**src/sv/bec_pkg.sv**
```systemverilog
// ----------------------------------------------------------------------------
// bec_pkg
// Shared constants and types for the blocked-ELL column index builder.
// ----------------------------------------------------------------------------
package bec_pkg;

   localparam int MAX_BLOCK_COLS = 64;
   localparam int COL_BITS       = 12;

   localparam int BLK_IDX_W = (MAX_BLOCK_COLS > 1) ? $clog2(MAX_BLOCK_COLS) : 1;
   localparam int COUNT_W   = $clog2(MAX_BLOCK_COLS + 1);

   localparam int SHIFT_W    = 3;
   localparam int SLOT_W     = 7;
   localparam int CSR_IDX_W  = 2;
   localparam int CSR_DATA_W = 7;
   localparam int MAX_SHIFT  = 5;

   localparam logic [CSR_IDX_W-1:0] CSR_BLOCK_SHIFT = 2'd0;
   localparam logic [CSR_IDX_W-1:0] CSR_BLOCK_COLS  = 2'd1;

   localparam logic [SHIFT_W-1:0] BLOCK_SHIFT_RESET = 3'd1;
   localparam logic [SLOT_W-1:0]  BLOCK_COLS_RESET  = 7'd64;

   localparam logic signed [SLOT_W-1:0] PAD_BLOCK = -7'sd1;

   typedef struct packed {
      logic mark;   // mark the column block of the accepted request
      logic start;  // row end accepted: capture overflow, reset slot counter
      logic step;   // load the next slot into the response register
   } bec_cmd_type;

   typedef struct packed {
      logic last;   // current slot is the final one of the block row
   } bec_sts_type;

endpackage

```
**src/sv/blocked_ell_column_index_builder.sv**
```systemverilog
// ----------------------------------------------------------------------------
// blocked_ell_column_index_builder
// Builds blocked-ELL column block indices from CSR-ordered column indices.
// ----------------------------------------------------------------------------
//
//   port group | direction | handshake          | payload
//   -----------+-----------+--------------------+----------------------------------
//   req_*      | in        | req_valid/stall    | col_index, has_entry, end_of_block_row
//   rsp_*      | out       | rsp_valid/stall    | block_col, last_slot, overflow
//   csr_*      | in        | csr_valid/ready    | index (0 shift, 1 cols), wdata
//
// A request with an entry (row end or not) has its column block marked in
// a 64-bit bitmap and a distinct block count is kept alongside.
// A row end request stalls the request side until all of its slots (1 to 64
// slots) are loaded; filled slots come from a lowest-set-bit search over the bitmap.
// The response register decouples the sides; a stalled response holds the walk.
// Reset clears the bitmap, count and range flag at once; block_shift resets to 1
// and block_cols to 64. The configuration port is always ready.
// ----------------------------------------------------------------------------
module blocked_ell_column_index_builder (
   input  logic                                 clock,
   input  logic                                 reset,
   // request channel
   input  logic                                 req_valid,
   output logic                                 req_stall,
   input  logic [bec_pkg::COL_BITS-1:0]         req_col_index,
   input  logic                                 req_has_entry,
   input  logic                                 req_end_of_block_row,
   // response channel
   output logic                                 rsp_valid,
   input  logic                                 rsp_stall,
   output logic signed [bec_pkg::SLOT_W-1:0]    rsp_block_col,
   output logic                                 rsp_last_slot,
   output logic                                 rsp_overflow,
   // configuration write channel
   input  logic                                 csr_valid,
   output logic                                 csr_ready,
   input  logic [bec_pkg::CSR_IDX_W-1:0]        csr_index,
   input  logic [bec_pkg::CSR_DATA_W-1:0]       csr_wdata
);
   import bec_pkg::*;

   bec_cmd_type cmd;
   bec_sts_type sts;

   // Configuration writes are never back-pressured.
   assign csr_ready = 1'b1;

   // Sequence handshakes and the per-row slot walk.
   bec_ctrl u_ctrl (
      .clock                (clock),
      .reset                (reset),
      .req_valid            (req_valid),
      .req_stall            (req_stall),
      .req_has_entry        (req_has_entry),
      .req_end_of_block_row (req_end_of_block_row),
      .rsp_valid            (rsp_valid),
      .rsp_stall            (rsp_stall),
      .sts                  (sts),
      .cmd                  (cmd)
   );

   // Hold the bitmap, configuration and response payload.
   bec_datapath u_datapath (
      .clock         (clock),
      .reset         (reset),
      .csr_valid     (csr_valid),
      .csr_index     (csr_index),
      .csr_wdata     (csr_wdata),
      .req_col_index (req_col_index),
      .cmd           (cmd),
      .sts           (sts),
      .rsp_block_col (rsp_block_col),
      .rsp_last_slot (rsp_last_slot),
      .rsp_overflow  (rsp_overflow)
   );

endmodule

```
**src/sv/bec_datapath.sv**
```systemverilog
// ----------------------------------------------------------------------------
// bec_datapath
// Column-block bitmap, distinct block count, slot walker and response register.
// ----------------------------------------------------------------------------
module bec_datapath (
   input  logic                                 clock,
   input  logic                                 reset,
   input  logic                                 csr_valid,
   input  logic [bec_pkg::CSR_IDX_W-1:0]        csr_index,
   input  logic [bec_pkg::CSR_DATA_W-1:0]       csr_wdata,
   input  logic [bec_pkg::COL_BITS-1:0]         req_col_index,
   input  bec_pkg::bec_cmd_type                 cmd,
   output bec_pkg::bec_sts_type                 sts,
   output logic signed [bec_pkg::SLOT_W-1:0]    rsp_block_col,
   output logic                                 rsp_last_slot,
   output logic                                 rsp_overflow
);
   import bec_pkg::*;

   logic [SHIFT_W-1:0]        block_shift_ff, block_shift_in;
   logic [SLOT_W-1:0]         block_cols_ff, block_cols_in;
   logic [MAX_BLOCK_COLS-1:0] seen_ff, seen_in;
   logic [COUNT_W-1:0]        count_ff, count_in;
   logic                      range_ff, range_in;
   logic                      extra_ff, extra_in;
   logic [SLOT_W-1:0]         idx_ff, idx_in;
   logic signed [SLOT_W-1:0]  block_col_ff, block_col_in;
   logic                      last_ff, last_in;
   logic                      ovf_ff, ovf_in;

   logic [SHIFT_W-1:0]        shift;
   logic [COL_BITS-1:0]       blk;
   logic                      blk_in_range;
   logic [BLK_IDX_W-1:0]      blk_bit;
   logic [MAX_BLOCK_COLS-1:0] seen_mark;
   logic [COUNT_W-1:0]        count_mark;
   logic                      range_mark;
   logic [SLOT_W-1:0]         slots;
   logic [MAX_BLOCK_COLS-1:0] lowest;
   logic [SLOT_W-1:0]         lowest_idx;
   logic                      is_last;

   // Saturate the configuration as the row walker sees it.
   always_comb begin
      shift = (block_shift_ff > SHIFT_W'(MAX_SHIFT)) ? SHIFT_W'(MAX_SHIFT) : block_shift_ff;
      if (block_cols_ff == '0) begin
         slots = SLOT_W'(1);
      end else if (32'(block_cols_ff) > MAX_BLOCK_COLS) begin
         slots = SLOT_W'(MAX_BLOCK_COLS);
      end else begin
         slots = block_cols_ff;
      end
   end

   // Mark the incoming column block; count only newly set bits.
   always_comb begin
      blk          = req_col_index >> shift;
      blk_in_range = (32'(blk) < MAX_BLOCK_COLS);
      blk_bit      = blk[BLK_IDX_W-1:0];
      seen_mark    = seen_ff;
      count_mark   = count_ff;
      range_mark   = range_ff;
      if (cmd.mark) begin
         if (blk_in_range) begin
            seen_mark[blk_bit] = 1'b1;
            if (!seen_ff[blk_bit]) begin
               count_mark = count_ff + COUNT_W'(1);
            end
         end else begin
            range_mark = 1'b1;
         end
      end
   end

   // Isolate the lowest pending block and encode its index.
   always_comb begin
      lowest     = seen_ff & (~seen_ff + MAX_BLOCK_COLS'(1));
      lowest_idx = '0;
      for (int i = 0; i < MAX_BLOCK_COLS; i++) begin
         if (lowest[i]) begin
            lowest_idx = lowest_idx | SLOT_W'(i);
         end
      end
   end

   assign is_last  = ({1'b0, idx_ff} + 8'd1) == {1'b0, slots};
   assign sts.last = is_last;

   always_comb begin
      block_shift_in = block_shift_ff;
      block_cols_in  = block_cols_ff;
      seen_in        = seen_mark;
      count_in       = count_mark;
      range_in       = range_mark;
      extra_in       = extra_ff;
      idx_in         = idx_ff;
      block_col_in   = block_col_ff;
      last_in        = last_ff;
      ovf_in         = ovf_ff;

      if (csr_valid) begin
         unique case (csr_index)
            CSR_BLOCK_SHIFT: block_shift_in = csr_wdata[SHIFT_W-1:0];
            CSR_BLOCK_COLS:  block_cols_in  = csr_wdata[SLOT_W-1:0];
            default:         ;
         endcase
      end

      if (cmd.start) begin
         extra_in = range_mark || (32'(count_mark) > 32'(slots));
         idx_in   = '0;
      end

      if (cmd.step) begin
         block_col_in = (seen_ff != '0) ? lowest_idx : PAD_BLOCK;
         last_in      = is_last;
         ovf_in       = extra_ff;
         idx_in       = idx_ff + SLOT_W'(1);
         seen_in      = seen_ff & ~lowest;
         if (is_last) begin
            seen_in  = '0;
            count_in = '0;
            range_in = 1'b0;
         end
      end
   end

   always_ff @(posedge clock) begin
      if (reset) begin
         block_shift_ff <= BLOCK_SHIFT_RESET;
         block_cols_ff  <= BLOCK_COLS_RESET;
         seen_ff        <= '0;
         count_ff       <= '0;
         range_ff       <= 1'b0;
         extra_ff       <= 1'b0;
         idx_ff         <= '0;
      end else begin
         block_shift_ff <= block_shift_in;
         block_cols_ff  <= block_cols_in;
         seen_ff        <= seen_in;
         count_ff       <= count_in;
         range_ff       <= range_in;
         extra_ff       <= extra_in;
         idx_ff         <= idx_in;
      end
   end

   always_ff @(posedge clock) begin
      block_col_ff <= block_col_in;
      last_ff      <= last_in;
      ovf_ff       <= ovf_in;
   end

   assign rsp_block_col = block_col_ff;
   assign rsp_last_slot = last_ff;
   assign rsp_overflow  = ovf_ff;

   a_clear_after_row: assert property (@(posedge clock) disable iff (reset)
      (cmd.step && sts.last) |=> (seen_ff == '0 && count_ff == '0 && !range_ff))
      else $error("bitmap not cleared after the final slot");

   a_slot_in_range: assert property (@(posedge clock) disable iff (reset)
      cmd.step |-> (idx_ff < slots))
      else $error("slot walker ran past the slot count");

   a_count_bound: assert property (@(posedge clock) disable iff (reset)
      32'(count_ff) <= MAX_BLOCK_COLS)
      else $error("distinct block count above bitmap size");

endmodule

```
**src/sv/bec_ctrl.sv**
```systemverilog
// ----------------------------------------------------------------------------
// bec_ctrl
// Request/response handshake control and row emission state machine.
// ----------------------------------------------------------------------------
module bec_ctrl (
   input  logic                  clock,
   input  logic                  reset,
   input  logic                  req_valid,
   output logic                  req_stall,
   input  logic                  req_has_entry,
   input  logic                  req_end_of_block_row,
   output logic                  rsp_valid,
   input  logic                  rsp_stall,
   input  bec_pkg::bec_sts_type  sts,
   output bec_pkg::bec_cmd_type  cmd
);
   import bec_pkg::*;

   typedef enum logic {
      IDLE,
      EMIT
   } state_type;

   state_type state_ff, state_in;
   logic      rsp_valid_ff, rsp_valid_in;
   logic      req_accept;
   logic      out_free;

   assign req_stall  = (state_ff == EMIT);
   assign req_accept = req_valid && !req_stall;
   assign out_free   = !rsp_valid_ff || !rsp_stall;

   always_comb begin
      cmd.mark  = req_accept && req_has_entry;
      cmd.start = req_accept && req_end_of_block_row;
      cmd.step  = (state_ff == EMIT) && out_free;
   end

   always_comb begin
      state_in     = state_ff;
      rsp_valid_in = rsp_valid_ff && rsp_stall;
      unique case (state_ff)
         IDLE: begin
            if (cmd.start) begin
               state_in = EMIT;
            end
         end
         EMIT: begin
            if (cmd.step) begin
               rsp_valid_in = 1'b1;
               if (sts.last) begin
                  state_in = IDLE;
               end
            end
         end
         default: state_in = IDLE;
      endcase
   end

   always_ff @(posedge clock) begin
      if (reset) begin
         state_ff     <= IDLE;
         rsp_valid_ff <= 1'b0;
      end else begin
         state_ff     <= state_in;
         rsp_valid_ff <= rsp_valid_in;
      end
   end

   assign rsp_valid = rsp_valid_ff;

   a_done_to_idle: assert property (@(posedge clock) disable iff (reset)
      (cmd.step && sts.last) |=> (state_ff == IDLE))
      else $error("emission did not end after the final slot");

   a_step_fills: assert property (@(posedge clock) disable iff (reset)
      cmd.step |=> rsp_valid_ff)
      else $error("loaded slot not presented");

   a_start_to_emit: assert property (@(posedge clock) disable iff (reset)
      cmd.start |=> (state_ff == EMIT && !rsp_valid_in || state_ff == EMIT))
      else $error("row end did not start emission");

endmodule
```
**config.mk**
```make
export PLATFORM = sky130hd
export DESIGN_NAME = blocked_ell_column_index_builder
export DESIGN_NICKNAME = d
export VERILOG_FILES = /design/src/sv/bec_pkg.sv /design/src/sv/blocked_ell_column_index_builder.sv /design/src/sv/bec_datapath.sv /design/src/sv/bec_ctrl.sv
export SDC_FILE = /design/constraint.sdc
export NUM_CORES = 1
export LEC_CHECK = 0
export BUFFER_PORTS_ARGS = -buffer_cell sky130_fd_sc_hd__clkbuf_2
export CORE_MARGIN = 1.5
export CORE_UTILIZATION = 55
export CTS_CLUSTER_SIZE = 14
export DETAILED_ROUTE_END_ITERATION = 6
export GPL_TIMING_DRIVEN = 0
export PLACE_DENSITY = 0.76
export SLEW_MARGIN = 25
export SYNTH_ARGS = -nofsm -noshare
export SYNTH_HDL_FRONTEND = slang
export SYNTH_HIERARCHICAL = 1
export SYNTH_SLANG_ARGS = --single-unit
```
**constraint.sdc**
```tcl
create_clock -name clock -period 9.1 [get_ports clock]
set_input_delay 0.91 -clock clock [delete_from_list [all_inputs] [get_ports clock]]
set_output_delay 0.91 -clock clock [all_outputs]
set_load 0.02 [all_outputs]
```
# After elaboration in Yosys (flattened, before gate mapping)
# Index checks and enable logic that the tools add are counted.
[word_totals] ff_bits=101 in_bits=28 wordCells=178 output_inout_bits=12
[op_classes] addsub=4 reduce_logical=27 n_eq_ne=7 muxes=108 order_cmp=6 bitwise_logic=7 shift=1
[op_table] op="64-bit two-way mux" count=6
[op_table] op="6-bit two-way mux" count=31
[op_table] op="64-bit AND" count=2
[op_table] op="64-bit inverter" count=2
[op_table] op="7-bit two-way mux" count=16
[op_table] op="5-bit two-way mux" count=16
[op_table] op="64-bit by 1-bit adder with 64-bit output, second input constant" count=1
[op_table] op="64-bit bitwise OR" count=1
[op_table] op="64-bit nonzero test" count=1
[op_table] op="33-bit OR reduction" count=1
[op_table] op="4-bit two-way mux" count=8
[op_table] op="3-bit two-way mux" count=7
[op_table] op="1-bit two-way mux" count=19
[op_table] op="17-bit OR reduction" count=1
[op_table] op="7-bit by 1-bit adder with 7-bit output, second input constant" count=2
[op_table] op="12-bit by 7-bit < comparator with 1-bit output, second input constant" count=1
[op_table] op="12-bit by 3-bit right shift with 12-bit output" count=1
[op_table] op="9-bit OR reduction" count=1
[op_table] op="7-bit by 1-bit adder with 8-bit output, second input constant" count=1
[op_table] op="8-bit by 7-bit == test with 1-bit output" count=1
[op_table] op="7-bit greater-than comparator" count=1
[op_table] op="7-bit greater-than comparator, second input constant" count=1
[op_table] op="7-bit logical NOT" count=1
[op_table] op="6-bit by 7-bit < comparator with 1-bit output, second input constant" count=1
[op_table] op="other kinds (21)" count=37

# Depth between registers and ports, before layout
[depth] ltp_word=65 mapped_depth=22

# Cells and area by module
# The synthesis kept the hierarchy.
[modules_own_cells] mod="bec_datapath" instances=1 cells_per_inst=840 seq_area_each_um2=2072.0 area_per_inst_um2=6429.9
[modules_own_cells] mod="bec_ctrl" instances=1 cells_per_inst=11 seq_area_each_um2=40.0 area_per_inst_um2=101.3
[modules_own_cells] mod="blocked_ell_column_index_builder" instances=1 cells_per_inst=2 seq_area_each_um2=0.0 area_per_inst_um2=11.3

# Least setup slack after synthesis
# Ideal clock, no wire load.
[synth_path] kind="input to register" startpoint="input req_col_index[3] in the netlist's numbering" endpoint="register u_datapath.extra_ff" path_stages=21 setup_time_ns=0.132 setup_slack_ns=4.608 required_time_ns=8.968 arrival_ns=4.359 path_buffers=2 path_cell_list="mux2i_1 -> o22ai_1 -> or2_1 -> buf_2 -> buf_4 -> mux2_1 -> o32ai_1 -> o31ai_1 -> o2111a_1 -> a21boi_2 -> mux2_2 -> ha_1 -> nor2b_1 -> o21a_1 -> o21a_1 -> o21ai_0 -> nand2b_1 -> a21oi_1 -> nor2b_1 -> o22ai_1 -> a311oi_1"
[synth_via] elab_chain_len=11
[synth_rtl] element="start: declaration" line_no="blocked_ell_column_index_builder.sv:26" text="input logic [bec_pkg::COL_BITS-1:0] req_col_index,"
[synth_rtl] element="12-bit by 3-bit right shift with 12-bit output (*)" line_no="bec_datapath.sv:57" text="blk = req_col_index >> shift;"
[synth_rtl] element="1-bit binary-select mux with 6-bit select" line_no="bec_datapath.sv:66" text="if (!seen_ff[blk_bit]) begin"
[synth_rtl] element="1-bit two-way mux (implied by the code)" line_no="bec_datapath.sv:66"
[synth_rtl] element="7-bit two-way mux" line_no="bec_datapath.sv:66"
[synth_rtl] element="7-bit two-way mux" line_no="bec_datapath.sv:64" text="if (blk_in_range) begin"
[synth_rtl] element="7-bit two-way mux" line_no="bec_datapath.sv:63" text="if (cmd.mark) begin"
[synth_rtl] element="7-bit two-way mux" line_no="bec_datapath.sv:64"
[synth_rtl] element="7-bit two-way mux (2 in series)" line_no="bec_datapath.sv:63"
[synth_rtl] element="7-bit greater-than comparator" line_no="bec_datapath.sv:110" text="extra_in = range_mark || (32'(count_mark) > 32'(slots));"
[synth_rtl] element="1-bit logical OR (*)" line_no="bec_datapath.sv:110"
[synth_rtl] element="end signal: assignment" line_no="bec_datapath.sv:143" text="extra_ff <= extra_in;"
[synth_rtl] element="end: declaration" line_no="bec_datapath.sv:25" text="logic extra_ff, extra_in;"
# Every way passes the cells marked *; elsewhere a longest branch is shown, timed or not. The select of a mux whose other input is x is not followed.
# A chain may end at the register's enable or synchronous reset.

# Worst setup path in the final report
# Ends and elaborated chain as after synthesis.

==> impl_metrics.csv <==
group,metric,value,unit
synth,yosysUniqueCellTypes,79,
outcome,outcome,"finished with violations",
critical_path,critPathRequiredTime,9330,ps
clock_tree,root_buffer,"clkbuf_16",
power,ir_drop,122,uV
critical_path,crit_chain,"clkbuf_2 > mux2i_1 > o22ai_1 > nor2_1 > clkbuf_1 > o32ai_1 > o31ai_1 > o2111a_1 > a21boi_2 > mux2_2 > ha_1 > nor2b_1 > o21a_1 > o21a_1 > o21ai_0 > nand2b_1 > a21oi_1 > nor2b_1 > o22ai_1 > a311oi_1",
clock_tree,cts_setup_buffers,0,
placement,placed_area,6970,sq um
final_layout,num-fill-cells,1037,
global_routing,gr-total-overflow,0,
final_layout,area_delta_synth_final,11.2,%
sta,grt_setup_unrepaired,"false",
critical_path,critPathBufInv,2,
critical_path,critPathLaunchType,"input port",
global_routing,met2_usage,0.606,
critical_path,regToRegEndpoint,"u_datapath/extra_ff",
sta,setup_ws,3870,ps
global_routing,grt_pass1_vias,6904,
final_layout,drive_gt1_frac,0.123,
clock_tree,clk_latency,360,ps
synth,synthArstFlopShare,0,
power,p_total,1.12,mW
sta,fin_setup_tns,0,ps
drt,wl,24000,microns
drt,wl_per_cell,22.7,microns
drt,drcViolationCount,8,
floorplanning,rows,39,
min_path,worstHoldStart,"u_datapath/extra_ff",
synth,yosys.area.top_type,"dfxtp_1",
power,powerDensity,154,nW/um^2
sta,setup_viol,0,
drt,drt_iter0_markers,1197,
drt,vias,7348,
synth,syn_inst,853,
sta,finalHoldViolCount,0,
critical_path,crit_slowest_cell,"nor2_1",
critical_path,slowest_delay,560,ps
min_path,hold_path_class,"register to register",
placement,dpl.hpwl,17800,microns
sta,skew,11.1,ps
global_routing,grt_pass1_wl,37100,microns
min_path,min_to,"u_datapath/rsp_overflow",
synth,syn_area,6540,sq um
placement,place_ws,3700,ps
power,power.leakage,2.80,nW
global_routing,antenna_found_initial,0,
synth,synthFlopType,"dfxtp_1",
sta,maxSlewViolCount,0,
drt,drtAntennaViolNets,0,
synth,syn_nets,890,
clock_tree,hold_buffers,0,
sta,finalCritPeriodShare,0.575,
critical_path,cp_max_fo,10,
synth,synth_top_area_share,0.282,
global_routing,grt_use_met3,0.0729,
final_layout,nets,942,
critical_path,r2r_slack,3950,ps
placement,place_congestion,1.04,
floorplanning,start_util,0.568,
synth,synth_edf_count,9,
floorplanning,fp.coreArea,11500,sq um
clock_tree,cts_tree,"yes",
critical_path,crit_type,"input port to register",
placement,port_buffers,38,
sta,worst_pin_slew,1040,ps
synth,synth.area.top_cells,"dfxtp_1 28%, a21oi_1 8.2%, nor2_1 5.7%, nand2_1 4.3%, edfxtp_1 4.1%",
clock_tree,cts_buffer_depth,2,
critical_path,cp-end-kind,"register",
global_routing,grt_max_degree,18,
synth,yosysSeqAreaShare,0.323,
final_layout,n_antenna_cell,0,
critical_path,reg2reg_depth,20,
clock_tree,cts_resized,0,
clock_tree,cts.sinks,101,
global_routing,grt_use_total,0.383,
final_layout,stdcell_area,7280,sq um
floorplanning,die_h,112,microns
global_routing,busiest_layer,"met2",
min_path,holdPathStages,0,
run,max-cap-violations,0,
synth,synth_warnings,6,
synth,syn_avg_cell_area,7.67,sq um
clock_tree,clk_pin_slew,70,ps
critical_path,arrival,5460,ps
outcome,violations,"DRC",
floorplanning,die_w,112,microns
floorplanning,die_area,12600,sq um
final_layout,final_cell_mix,"107 x a21oi_1, 100 x nor2_1, 92 x dfxtp_1",
global_routing,met1_usage,0.475,
sta,slew-limit-headroom,0.307,
floorplanning,io_pins,40,
synth,ys_ff_latch,101,
drt,vias_per_cell,6.98,
sta,max_freq,191,MHz
drt,firstDrtPassIters,7,
critical_path,cpLargestDelayFamily,"compound AO/OA/AOI/OAI gates",
sta,period_minus_slack,5230,ps
clock_tree,cts_buffers,9,
final_layout,final_common_cell,"a21oi_1",
critical_path,reg2reg_from,"u_datapath/block_shift_ff[1]",
clock_tree,cts_max_level,3,
## cell usage after synthesis, types with 6 or more instances
library cell / instances
a31oi_1: 10
mux2i_1: 23
nand2b_1: 12
nor4_1: 12
nand3b_1: 7
nor3_1: 34
xor2_1: 8
edfxtp_1: 9
o21ai_0: 44
nand3_1: 21
mux2_2: 12
o22ai_1: 11
clkbuf_1: 28
and3_1: 12
nand2_1: 75
or2_2: 6
o31ai_1: 10
a211oi_1: 6
a21oi_1: 107
buf_2: 11
o32ai_1: 9
nor2b_1: 8
nand4_1: 8
a2111o_1: 6
a21o_1: 6
a22o_1: 9
ha_1: 9
a311oi_1: 6
nor2_1: 100
o21a_1: 6
inv_1: 24
dfxtp_1: 92
## power breakdown
part	internal [mW]	switching [mW]
sequential	0.458	0.00639
clock	0.212	0.179
combinational	0.0840	0.183
## worst max path at each step
stage,to,slack (ps),start,cells past startpoint
global route,u_datapath/extra_ff,3730,req_col_index[3],21
floorplan,u_datapath/extra_ff,4610,req_col_index[3],21
detailed placement,u_datapath/extra_ff,3700,req_col_index[3],21
global placement,u_datapath/extra_ff,3710,req_col_index[6],19
CTS,u_datapath/extra_ff,4080,req_col_index[3],21
finish,u_datapath/extra_ff,3870,req_col_index[3],20
## cell type report
cell class,instances,area [sq um],area share
Clock buffer,11,264,0.0363
Timing Repair Buffer,41,219,0.0301
Multi-Input combinational cell,677,4150,0.570
Buffer,50,221,0.0304
Clock inverter,5,38.8,0.00533
Inverter,25,93.8,0.0129
Sequential cell,101,2110,0.290
Tap cell,143,179,0.0246
## state kept, by name, summed over array words and instances, names as in the netlist
register	count
u_datapath/idx_ff	7
u_datapath/block_shift_ff	3
u_datapath/extra_ff	1
u_datapath/rsp_last_slot	1
u_datapath/range_ff	1
u_datapath/block_cols_ff	7
u_datapath/rsp_block_col	7
u_datapath/seen_ff	64
u_datapath/count_ff	7
u_ctrl/rsp_valid	1
u_ctrl/req_stall	1
u_datapath/rsp_overflow	1
## per-layer routing
metal  routed length [microns]  share of wire  vias up
met2                     10500           0.44      525
met4                      1800          0.075        0
li1                          -              -     3289
met3                      2430           0.10      147
met1                      9230           0.39     3387
met5                         0              0        -
## stage by stage
step | std cells | util | hold slack, ps
final | 1053 | 0.632 | 460
after global routing | 1053 | 0.632 | 477
after CTS | 1053 | 0.632 | 463
after detailed placement | 1037 | 0.606 | 425
after global placement | 1034 | 0.600 | 441
after floorplan | 853 | - | 409
## cells by family (layout without fill, tap and decap cells)
| kind of cell | after synthesis | count (layout) | share of synthesized area |
|---|---|---|---|
| AO/OA/AOI/OAI | 288 | 288 | 0.287 |
| other | 1 | 1 | 0.000573 |
| flip-flops | 101 | 101 | 0.323 |
| XOR/XNOR | 11 | 11 | 0.0147 |
| adder cells (fa/ha/maj) | 9 | 9 | 0.0172 |
| buffers and inverters | 75 | 132 | 0.0482 |
| AND/OR/NAND/NOR | 331 | 331 | 0.249 |
| multiplexers | 37 | 37 | 0.0610 |
No activity file was read; power rests on OpenSTA's default activity.
